==> src/rtl/ritoa_pkg.sv <==
// Shared types, constants and helpers for the radix integer-to-ASCII converter.
// No dependencies.
`default_nettype none

package ritoa_pkg;

    localparam int BITS_PER_STEP = 8;
    localparam int VALUE_W       = 32;
    localparam int RADIX_W       = 8;
    localparam int CHAR_W        = 8;
    localparam int DIGIT_W       = 4;
    localparam int BASE_W        = 5;

    localparam logic [CHAR_W-1:0]  CHAR_ZERO    = 8'h30;
    localparam logic [CHAR_W-1:0]  CHAR_LOWER_A = 8'h61;
    localparam logic [CHAR_W-1:0]  CHAR_NONE    = 8'h00;
    localparam logic [DIGIT_W-1:0] DIGIT_NINE   = 4'd9;
    localparam logic [DIGIT_W-1:0] DIGIT_TEN    = 4'd10;
    localparam logic [RADIX_W-1:0] RADIX_MIN    = 8'd2;
    localparam logic [RADIX_W-1:0] RADIX_MAX    = 8'd16;

    typedef enum logic [1:0] {
        ST_IDLE,
        ST_DIVIDE,
        ST_EMIT
    } t_state;

    typedef struct packed {
        logic load;
        logic err;
        logic step;
        logic step_last;
        logic rd;
    } t_cmd;

    typedef struct packed {
        logic radix_ok;
        logic quot_nz;
        logic rd_last;
    } t_stat;

    function automatic logic [CHAR_W-1:0] ascii_of(input logic [DIGIT_W-1:0] d);
        logic [CHAR_W-1:0] c;
        if (d <= DIGIT_NINE) begin
            c = CHAR_ZERO + {{(CHAR_W-DIGIT_W){1'b0}}, d};
        end else begin
            c = CHAR_LOWER_A + {{(CHAR_W-DIGIT_W){1'b0}}, d - DIGIT_TEN};
        end
        return c;
    endfunction

endpackage

`default_nettype wire

==> src/rtl/ritoa_ctrl.sv <==
// Sequencer for the converter: accepts a transaction, runs the division passes
// and the character read-out. Depends on ritoa_pkg.
`default_nettype none

module ritoa_ctrl import ritoa_pkg::*; #(
    parameter int STEPS = 4
) (
    input  wire logic  i_clk,
    input  wire logic  i_rst_n,
    input  wire logic  i_start,
    input  wire t_stat i_stat,
    output t_cmd       o_cmd,
    output logic       o_busy
);

    localparam int SW = (STEPS > 1) ? $clog2(STEPS) : 1;
    localparam logic [SW-1:0] STEP_END = SW'(STEPS - 1);
    localparam logic [SW-1:0] STEP_ONE = SW'(1);

    t_state          r_state, n_state;
    logic [SW-1:0]   r_step, n_step;

    always_ff @(posedge i_clk) begin
        if (!i_rst_n) begin
            r_state <= ST_IDLE;
            r_step  <= '0;
        end else begin
            r_state <= n_state;
            r_step  <= n_step;
        end
    end

    always_comb begin
        n_state = r_state;
        n_step  = r_step;
        o_cmd   = '0;
        unique case (r_state)
            ST_IDLE: begin
                if (i_start) begin
                    if (i_stat.radix_ok) begin
                        o_cmd.load = 1'b1;
                        n_step     = '0;
                        n_state    = ST_DIVIDE;
                    end else begin
                        o_cmd.err = 1'b1;
                    end
                end
            end
            ST_DIVIDE: begin
                o_cmd.step = 1'b1;
                if (r_step == STEP_END) begin
                    o_cmd.step_last = 1'b1;
                    n_step          = '0;
                    if (!i_stat.quot_nz) begin
                        n_state = ST_EMIT;
                    end
                end else begin
                    n_step = r_step + STEP_ONE;
                end
            end
            ST_EMIT: begin
                o_cmd.rd = 1'b1;
                if (i_stat.rd_last) begin
                    n_state = ST_IDLE;
                end
            end
            default: begin
                n_state = ST_IDLE;
            end
        endcase
    end

    assign o_busy = (r_state != ST_IDLE);

endmodule

`default_nettype wire

==> src/rtl/ritoa_dpath.sv <==
// Datapath: 8-bit-per-cycle restoring divider by the radix, digit store and
// character output register. Depends on ritoa_pkg.
`default_nettype none

module ritoa_dpath import ritoa_pkg::*; #(
    parameter int VALUE_WIDTH = 32,
    parameter int MAX_DIGITS  = 32
) (
    input  wire logic               i_clk,
    input  wire logic               i_rst_n,
    input  wire logic [VALUE_W-1:0] i_value,
    input  wire logic [RADIX_W-1:0] i_radix,
    input  wire t_cmd               i_cmd,
    output t_stat                   o_stat,
    output logic                    o_strobe,
    output logic [CHAR_W-1:0]       o_character,
    output logic                    o_last,
    output logic                    o_bad_radix
);

    localparam int QB    = (VALUE_WIDTH < VALUE_W) ? VALUE_WIDTH : VALUE_W;
    localparam int STEPS = (QB + BITS_PER_STEP - 1) / BITS_PER_STEP;
    localparam int QW    = STEPS * BITS_PER_STEP;
    localparam int AW    = $clog2(MAX_DIGITS);
    localparam int CW    = $clog2(MAX_DIGITS + 1);
    localparam logic [AW-1:0] ADDR_END = AW'(MAX_DIGITS - 1);
    localparam logic [AW-1:0] ADDR_ONE = AW'(1);
    localparam logic [CW-1:0] CNT_MAX  = CW'(MAX_DIGITS);
    localparam logic [CW-1:0] CNT_ONE  = CW'(1);

    logic [QW-1:0]       r_quot;
    logic [BASE_W-1:0]   r_base;
    logic [DIGIT_W-1:0]  r_rem;
    logic                r_qnz;
    logic [AW-1:0]       r_wp;
    logic [AW-1:0]       r_rp;
    logic [CW-1:0]       r_cnt;
    logic [CW-1:0]       r_left;
    logic [DIGIT_W-1:0]  r_rdata;
    logic                r_strobe;
    logic                r_last;
    logic                r_bad;
    logic [DIGIT_W-1:0]  mem_digit [MAX_DIGITS];

    logic [QW-1:0]       s_quot;
    logic [DIGIT_W-1:0]  s_rem;
    logic [BASE_W-1:0]   s_trial;
    logic [CW-1:0]       n_cnt;
    logic [AW-1:0]       n_wp;
    logic [AW-1:0]       n_rp;

    // one byte of the dividend per cycle, MSB first
    always_comb begin
        s_rem  = r_rem;
        s_quot = r_quot;
        for (int i = 0; i < BITS_PER_STEP; i++) begin
            s_trial = {s_rem, s_quot[QW-1]};
            s_quot  = {s_quot[QW-2:0], 1'b0};
            if (s_trial >= r_base) begin
                s_rem     = DIGIT_W'(s_trial - r_base);
                s_quot[0] = 1'b1;
            end else begin
                s_rem = s_trial[DIGIT_W-1:0];
            end
        end
    end

    assign n_cnt = (r_cnt == CNT_MAX) ? r_cnt : r_cnt + CNT_ONE;
    assign n_wp  = (r_wp == ADDR_END) ? '0 : r_wp + ADDR_ONE;
    assign n_rp  = (r_rp == '0) ? ADDR_END : r_rp - ADDR_ONE;

    assign o_stat.radix_ok = (i_radix >= RADIX_MIN) && (i_radix <= RADIX_MAX);
    assign o_stat.quot_nz  = r_qnz | (|s_quot[BITS_PER_STEP-1:0]);
    assign o_stat.rd_last  = (r_left == CNT_ONE);

    always_ff @(posedge i_clk) begin
        if (i_cmd.load) begin
            r_quot <= QW'(i_value[QB-1:0]);
            r_base <= i_radix[BASE_W-1:0];
            r_rem  <= '0;
            r_qnz  <= 1'b0;
            r_wp   <= '0;
            r_cnt  <= '0;
        end else if (i_cmd.step) begin
            r_quot <= s_quot;
            if (i_cmd.step_last) begin
                r_rem  <= '0;
                r_qnz  <= 1'b0;
                r_rp   <= r_wp;
                r_wp   <= n_wp;
                r_cnt  <= n_cnt;
                r_left <= n_cnt;
            end else begin
                r_rem <= s_rem;
                r_qnz <= o_stat.quot_nz;
            end
        end else if (i_cmd.rd) begin
            r_rp   <= n_rp;
            r_left <= r_left - CNT_ONE;
        end
    end

    always_ff @(posedge i_clk) begin
        if (i_cmd.step && i_cmd.step_last) begin
            mem_digit[r_wp] <= s_rem;
        end
        if (i_cmd.rd) begin
            r_rdata <= mem_digit[r_rp];
        end
    end

    always_ff @(posedge i_clk) begin
        if (!i_rst_n) begin
            r_strobe <= 1'b0;
        end else begin
            r_strobe <= i_cmd.rd | i_cmd.err;
        end
    end

    always_ff @(posedge i_clk) begin
        r_last <= i_cmd.err | o_stat.rd_last;
        r_bad  <= i_cmd.err;
    end

    assign o_strobe    = r_strobe;
    assign o_last      = r_last;
    assign o_bad_radix = r_bad;
    assign o_character = r_bad ? CHAR_NONE : ascii_of(r_rdata);

endmodule

`default_nettype wire

==> src/rtl/radix_integer_to_ascii_core.sv <==
// Top level of the radix integer-to-ASCII converter: sequencer plus datapath.
// Depends on ritoa_pkg, ritoa_ctrl, ritoa_dpath.
//
// Usage:
//   A transaction is taken at a rising edge with start high and busy low;
//   i_value and i_radix are sampled then. Characters come out most
//   significant first, one per cycle, each valid for exactly one cycle while
//   o_strobe is high; o_last marks the final one. The receiver cannot stall.
//   A radix outside 2..16 gives a single result (character 0, o_last and
//   o_bad_radix high) in the next cycle, and busy stays low.
// Operation (S = ceil(min(VALUE_WIDTH,32)/8) dividend bytes, 4 by default):
//   Each digit takes one pass over the S-byte quotient in the shared 8-bit-per-cycle
//   divider; once every digit is formed, the digit store is read one
//   character a cycle, most significant first.
//   busy falls as the last character goes out, so the next transaction can
//   follow at once.
// Reset: synchronous, active low; returns to idle and drops o_strobe.
`default_nettype none

module radix_integer_to_ascii_core import ritoa_pkg::*; #(
    parameter int VALUE_WIDTH = 32,
    parameter int MAX_DIGITS  = 32
) (
    input  wire logic               i_clk,
    input  wire logic               i_rst_n,
    input  wire logic               start,
    output logic                    busy,
    input  wire logic [VALUE_W-1:0] i_value,
    input  wire logic [RADIX_W-1:0] i_radix,
    output logic                    o_strobe,
    output logic [CHAR_W-1:0]       o_character,
    output logic                    o_last,
    output logic                    o_bad_radix
);

    localparam int QB    = (VALUE_WIDTH < VALUE_W) ? VALUE_WIDTH : VALUE_W;
    localparam int STEPS = (QB + BITS_PER_STEP - 1) / BITS_PER_STEP;

    t_cmd  s_cmd;
    t_stat s_stat;

    ritoa_ctrl #(
        .STEPS (STEPS)
    ) u_ctrl (
        .i_clk   (i_clk),
        .i_rst_n (i_rst_n),
        .i_start (start),
        .i_stat  (s_stat),
        .o_cmd   (s_cmd),
        .o_busy  (busy)
    );

    ritoa_dpath #(
        .VALUE_WIDTH (VALUE_WIDTH),
        .MAX_DIGITS  (MAX_DIGITS)
    ) u_dpath (
        .i_clk       (i_clk),
        .i_rst_n     (i_rst_n),
        .i_value     (i_value),
        .i_radix     (i_radix),
        .i_cmd       (s_cmd),
        .o_stat      (s_stat),
        .o_strobe    (o_strobe),
        .o_character (o_character),
        .o_last      (o_last),
        .o_bad_radix (o_bad_radix)
    );

endmodule

`default_nettype wire

==> config.mk <==
export PLATFORM = sky130hd
export DESIGN_NAME = radix_integer_to_ascii_core
export DESIGN_NICKNAME = d
export VERILOG_FILES = /design/src/rtl/ritoa_pkg.sv /design/src/rtl/ritoa_ctrl.sv /design/src/rtl/ritoa_dpath.sv /design/src/rtl/radix_integer_to_ascii_core.sv
export SDC_FILE = /design/constraint.sdc
export NUM_CORES = 1
export LEC_CHECK = 0
export BUFFER_PORTS_ARGS = -buffer_cell sky130_fd_sc_hd__buf_2
export CAP_MARGIN = 20
export CORE_ASPECT_RATIO = 1.5
export CORE_MARGIN = 2
export CORE_UTILIZATION = 58
export CTS_BUF_LIST = sky130_fd_sc_hd__clkbuf_2
export DETAILED_ROUTE_END_ITERATION = 6
export GPL_ROUTABILITY_DRIVEN = 0
export PLACE_DENSITY = 0.79
export REMOVE_ABC_BUFFERS = 1
export SYNTH_ARGS = -nofsm -noshare
export SYNTH_HDL_FRONTEND = slang
export SYNTH_HIERARCHICAL = 1
export SYNTH_SLANG_ARGS = --single-unit
==> constraint.sdc <==
create_clock -name i_clk -period 9.81 [get_ports i_clk]
set_input_delay 0.981 -clock i_clk [delete_from_list [all_inputs] [get_ports i_clk]]
set_output_delay 0.981 -clock i_clk [all_outputs]
set_load 0.02 [all_outputs]
Yosys cells after proc, flatten, opt, wreduce, memory -nomap -nowiden --
Memory sizes are Yosys's and may differ from the RTL's. A register that Yosys moved wholly into a read port is not among the register bits. Cells that the tools add are included.
Operators by class: reduce and logical (&&, ||, !) cells 13, order comparisons 11, bitwise gates (word level) 4, $add $sub $neg 16, mux-type cells 50, equal/unequal tests 12
Operator list (count):
- 32-bit two-way mux | 2
- 5-bit >= comparator | 8
- 4-bit two-way mux | 9
- 4-bit subtractor | 8
- 5-bit two-way mux | 5
- 6-bit two-way mux | 4
- 2-bit two-way mux | 11
- 8-bit two-way mux | 2
- 1-bit two-way mux | 15
- 7-bit by 4-bit adder with 8-bit output (first input constant) | 1
- 8-bit by 2-bit >= comparator with 1-bit output (second input constant) | 1
- 8-bit by 5-bit <= comparator with 1-bit output (second input constant) | 1
- 2-bit != test (second input constant) | 4
- 2-bit nonzero test | 4
- 8-bit OR reduction | 1
- 6-bit by 4-bit adder with 7-bit output (first input constant) | 1
- 6-bit by 1-bit adder with 6-bit output (second input constant) | 1
- 6-bit by 1-bit equality test with 1-bit output (second input constant) | 1
- 6-bit equality test (second input constant) | 1
- 2-bit one-hot mux with 3 select lines | 1
- 3-bit AND reduction | 2
- 6-bit by 1-bit subtractor with 6-bit output (second input constant) | 1
- 5-bit by 1-bit adder with 5-bit output (second input constant) | 1
- 5-bit equality test (second input constant) | 1
- 15 further kinds | 20
Word-level totals: flip-flop bits (word level) 71, RAM bits 128, memories kept 1
Memories:
- u_dpath.mem_digit | words 32, width 4, read ports 1, clocked after Yosys merged registers in 1, wr ports 1, line ritoa_dpath.sv:43 | logic [DIGIT_W-1:0] mem_digit [MAX_DIGITS];

Logic depth before layout (Yosys ltp) --
depth after elaboration 21, depth in mapped cells 53, depth with buffers taken out 53

Hierarchy --
Netlist, hierarchy kept.
By module, submodules not included:
- ritoa_dpath | sequential area each 5785.5 µm², times used 1, cells each 737, area an instance 10166.0 µm²
- ritoa_ctrl | sequential area each 80.1 µm², times used 1, cells each 27, area an instance 219.0 µm²

Least setup slack after synthesis --
OpenSTA, ideal clock, no wires.
path type reg-to-reg, start point reg u_dpath.r_base[1], end point mem u_dpath.mem_digit[0][0], data pin, path buffers 0, cell stages (with the launch flop) 44, period minus slack after synthesis 10.800 ns, arrival time 10.417 ns, setup time 0.384 ns, slack -0.990 ns, path through edfxtp_1 inv_1 ha_1 a31oi_1 o21ai_1 mux2_2 ha_1 nand2_1 o21ai_0 a31o_2 mux2_2 ha_1 nand2_1 o21ai_1 mux2_2 ha_1 nand2_1 o21ai_1 (+8 left out) inv_1 ha_1 a21o_1 a31oi_1 o21ai_1 mux2i_1 ha_1 a21o_1 a31oi_1 o21ai_2 nor2_1 a21oi_1 ha_1 a21o_1 a31oi_1 o21ai_1 nor2_1 a21oi_1
On the way: word-level cells in the longest chain between the ends 16, elaborated cells on any way between the ends 23, those cells by class add/sub (7); order compare (8); mux (8)
Ends and longest elaborated chain:
- from (decl) | line ritoa_dpath.sv:32 | logic [BASE_W-1:0] r_base;
- from (signal assigned) | line ritoa_dpath.sv:79 | r_base <= i_radix[BASE_W-1:0];
- 4-bit subtractor / 5-bit >= comparator (equally long branches) | line ritoa_dpath.sv:60, ritoa_dpath.sv:59
- 4-bit two-way mux | line ritoa_dpath.sv:59 | if (s_trial >= r_base) begin
- 4-bit subtractor / 5-bit >= comparator (equally long branches) | line ritoa_dpath.sv:60, ritoa_dpath.sv:59
- 4-bit two-way mux | line ritoa_dpath.sv:59
- 4-bit subtractor / 5-bit >= comparator (equally long branches) | line ritoa_dpath.sv:60, ritoa_dpath.sv:59
- 4-bit two-way mux | line ritoa_dpath.sv:59
- 5-bit >= comparator / 4-bit subtractor (equally long branches) | line ritoa_dpath.sv:59, ritoa_dpath.sv:60
- 4-bit two-way mux | line ritoa_dpath.sv:59
- 4-bit subtractor / 5-bit >= comparator (equally long branches) | line ritoa_dpath.sv:60, ritoa_dpath.sv:59
- 4-bit two-way mux | line ritoa_dpath.sv:59
- 4-bit subtractor / 5-bit >= comparator (equally long branches) | line ritoa_dpath.sv:60, ritoa_dpath.sv:59
- 4-bit two-way mux | line ritoa_dpath.sv:59
- 4-bit subtractor / 5-bit >= comparator (equally long branches) | line ritoa_dpath.sv:60, ritoa_dpath.sv:59
- 4-bit two-way mux | line ritoa_dpath.sv:59
- 5-bit >= comparator * | line ritoa_dpath.sv:59
- 4-bit two-way mux * | line ritoa_dpath.sv:59
- net u_dpath.s_rem[0] | line ritoa_dpath.sv:46 | logic [DIGIT_W-1:0] s_rem;
- to (decl) | line ritoa_dpath.sv:43
The timed path passes the listed nets; every way through them passes the cells marked *.

==> impl_metrics.env <==
export IMPL_status="complete, but fails checks"
export IMPL_violations="DRC"
export IMPL_crit_fanout=6
export IMPL_hold_class="in -> reg"
export IMPL_synth_cell_type_count=51
export IMPL_area_growth_pct=17.78
export IMPL_drv_slew=0
export IMPL_rows=59
export IMPL_drt_initial_drc_count=399
export IMPL_ctsLongestPathBuffers=3
export IMPL_dp_cells=1042
export IMPL_start_util=0.5961
export IMPL_route_detailed_drc=2
export IMPL_grt_pass1_vias=7214
export IMPL_cp_end_kind="flop"
export IMPL_met1_usage=0.2712
export IMPL_synth_top_area_frac=0.5205
export IMPL_cts_made_buffers=46
export IMPL_rsz0062_at_grt="true"
export IMPL_final_hold_violation_count=0
export IMPL_postCtsHoldBufs=0
export IMPL_ant_nets=0
export IMPL_cts_sinks=203
export IMPL_fin_util=0.7021
export IMPL_synth_area_um2=10380
export IMPL_crit_top_cell="o21ai_4"
export IMPL_grt_most_used_layer="met2"
export IMPL_nets=1009
export IMPL_yosysSeqAreaShare=0.5648
export IMPL_io_buffers=53
export IMPL_cp_required_ns=10.50
export IMPL_die_area_um2=19010
export IMPL_drive_gt1_frac=0.3650
export IMPL_met3_usage=0.03744
export IMPL_grt_met2_usage=0.4322
export IMPL_dr_pass1_iters=7
export IMPL_dp_hpwl_mm=15.40
export IMPL_start_kind="flop"
export IMPL_grt_max_degree=45
export IMPL_min_period_over_period=0.9892
export IMPL_core_um2=17420
export IMPL_min_period_ns=9.704
export IMPL_criticalPathCategory="reg -> reg"
export IMPL_overflow=0
export IMPL_wire_per_inst_um=19.89
export IMPL_setup_viol=0
export IMPL_yosysWarnings=6
export IMPL_via_per_inst=5.997
export IMPL_grt_pass1_wl_mm=35.57
export IMPL_cp_slowest_cell="edfxtp_1"
export IMPL_holdCritStartpoint="i_radix[1]"
export IMPL_timing_hold_ws_ns=0.4645
export IMPL_r2r_cells=49
export IMPL_slew_headroom=0.5009
export IMPL_r2r_slack_ns=0.11
export IMPL_clk_insertion_delay_late_ns=0.74
export IMPL_clkTransAtPathRegs_ns=0.12
export IMPL_final_cells=1151
export IMPL_worst_pin_slew_ns=0.7471
export IMPL_synth_area_top_cells="edfxtp_1, mux4_2, ha_1"
export IMPL_drt_wl_total_mm=22.90
export IMPL_async_flop_share=0
export IMPL_cts_tree="yes"
export IMPL_avgSynthCellArea_um2=13.59
export IMPL_vias=6903
export IMPL_ys_ff_latch=203
export IMPL_min_path_cells=1
export IMPL_h_tree_depth=2
export IMPL_ios=55
export IMPL_root_buffer="clkbuf_2"
export IMPL_yosysTopAreaCell="edfxtp_1"
export IMPL_synth_edf_count=180
export IMPL_drv_cap=0
export IMPL_timing_setup_tns_ns=0
export IMPL_grt_use_total=0.2370
export IMPL_syn_inst=764
export IMPL_r2r_start="u_dpath/r_base[2]$_DFFE_PP_"
export IMPL_r2r_end="u_ctrl/r_state[1]$_SDFFE_PN0P_"
export IMPL_fp_dieW_um=113.3
export IMPL_hold_end="u_dpath/r_base[1]$_DFFE_PP_"
export IMPL_critPathMaxStageDelay_ns=0.43
export IMPL_synth_flop_cell="edfxtp_1"
export IMPL_antenna_found_initial=1
export IMPL_die_h_um=167.9
export IMPL_finClkSkew_ns=0.03733
export IMPL_clock_fmax_mhz=103.0
export IMPL_worstPathArrival_ns=10.39
[cell type report]
class / instances / area, um2
tap: 213 / 266.5
clock inverter: 12 / 106.4
fill: 1140 / 5190
sequential: 203 / 5866
multi-input combinational: 491 / 4710
clock buffer: 70 / 350.3
inverter: 46 / 172.7
antenna: 1 / 2.502
timing repair buffer: 115 / 758.2
[Yosys cell counts (3+ instances only)]
library cell and n:
a21o_1 15, a21oi_1 42, a31oi_1 8, and2_1 5, and3_1 8, buf_6 3, clkbuf_1 18, dfxtp_1 23
edfxtp_1 180, fa_1 8, ha_1 55, inv_1 46, mux2_2 44, mux2i_1 10, mux4_2 40, nand2_1 42
nand2b_1 10, nand3_1 11, nand3b_1 4, nand4_1 3, nor2_1 62, nor2b_1 5, nor3_1 15, nor3b_1 6
o211ai_1 3, o21a_1 7, o21ai_0 20, o21ai_1 5, or3_1 3, xnor2_1 20, xor2_1 11
[kinds of logic (layout without fill, tap and decap cells)]
logic type      Yosys count  in the layout  share of synthesized area
flops                   203            203                     0.5648
simple gates            183            183                    0.08506
compound gates          118            119                    0.06928
mux                      94             94                     0.1441
buf+inv                  71            243                    0.02855
fa+ha+maj                63             63                    0.08169
xor+xnor                 31             31                    0.02614
other cells               1              2                  0.0003611
[worst max-delay path by stage]
| stage | start | end | slack (ns) | depth (start not counted) |
|---|---|---|---|---|
| floorplan | u_dpath/r_base[1]$_DFFE_PP_ | u_dpath/mem_digit[0][0]$_DFFE_PP_ | -0.99 | 43 |
| global placement | u_dpath/r_base[2]$_DFFE_PP_ | u_ctrl/r_state[1]$_SDFFE_PN0P_ | 0.06 | 53 |
| detailed placement | u_dpath/r_base[2]$_DFFE_PP_ | u_ctrl/r_state[1]$_SDFFE_PN0P_ | -0.50 | 51 |
| CTS | u_dpath/r_base[2]$_DFFE_PP_ | u_ctrl/r_state[1]$_SDFFE_PN0P_ | 0.02 | 50 |
| global route | u_dpath/r_base[2]$_DFFE_PP_ | u_ctrl/r_state[1]$_SDFFE_PN0P_ | -0.32 | 49 |
| finish | u_dpath/r_base[2]$_DFFE_PP_ | u_ctrl/r_state[1]$_SDFFE_PN0P_ | 0.11 | 49 |
[sequential cells by signal (all words and copies together), names as in the netlist]
| name | flops |
|---|---|
| u_dpath/o_last | 1 |
| u_dpath/r_wp | 5 |
| u_dpath/o_bad_radix | 1 |
| u_dpath/r_qnz | 1 |
| u_dpath/r_base | 5 |
| u_dpath/r_cnt | 6 |
| u_ctrl/r_step | 2 |
| u_dpath/r_left | 6 |
| u_dpath/r_rdata | 4 |
| u_dpath/o_strobe | 1 |
| u_dpath/r_quot | 32 |
| u_dpath/mem_digit | 128 |
| u_dpath/r_rem | 4 |
| u_dpath/r_rp | 5 |
| u_ctrl/r_state | 2 |
[worst max-delay path: cells and delay by family, from the launching register on]
family	cells	cell delay (ns)
buffers and inverters	5	0.71
flip-flops	1	0.43
multiplexers	3	1.09
AND/OR/NAND/NOR	11	1.31
adder cells (fa/ha/maj)	8	2.30
AO/OA/AOI/OAI	22	3.81
[cells in the final DEF (no fill, tap or decap), types with 31 or more instances in the layout]
| cell | n |
|---|---|
| nor2_1 | 58 |
| inv_1 | 45 |
| nand2_1 | 40 |
| a21oi_1 | 31 |
| buf_2 | 53 |
| clkbuf_2 | 70 |
| edfxtp_1 | 180 |
| buf_4 | 57 |
| mux4_2 | 40 |
| ha_1 | 42 |
| mux2_2 | 38 |
[per-layer routing]
metal	vias up	routed length, um
met2	283	12410
met1	3362	8200
met4	0	1003
met3	78	1280
li1	3180	-
met5	-	0
[repair_timing]
| item | in CTS | in global routing |
|---|---|---|
| buffers inserted | 2 | 22 |
| endpoints found under the setup margin | 136 | 136 |
| cloned | 1 | 0 |
| pin swaps | 5 | 48 |
| resized for setup | 12 | 73 |
[metrics by stage]
step	setup WS [ns]	cell area, um2
global route	-0.3215	12230
floorplan	-0.9904	10260
finish	0.1055	12230
global placement	0.06434	11090
CTS	0.01961	11640
detailed placement	-0.5027	11090
Power is left out: the tool's default activity adds up to more than one toggle a clock period on the data nets, which glitch-free logic cannot reach.
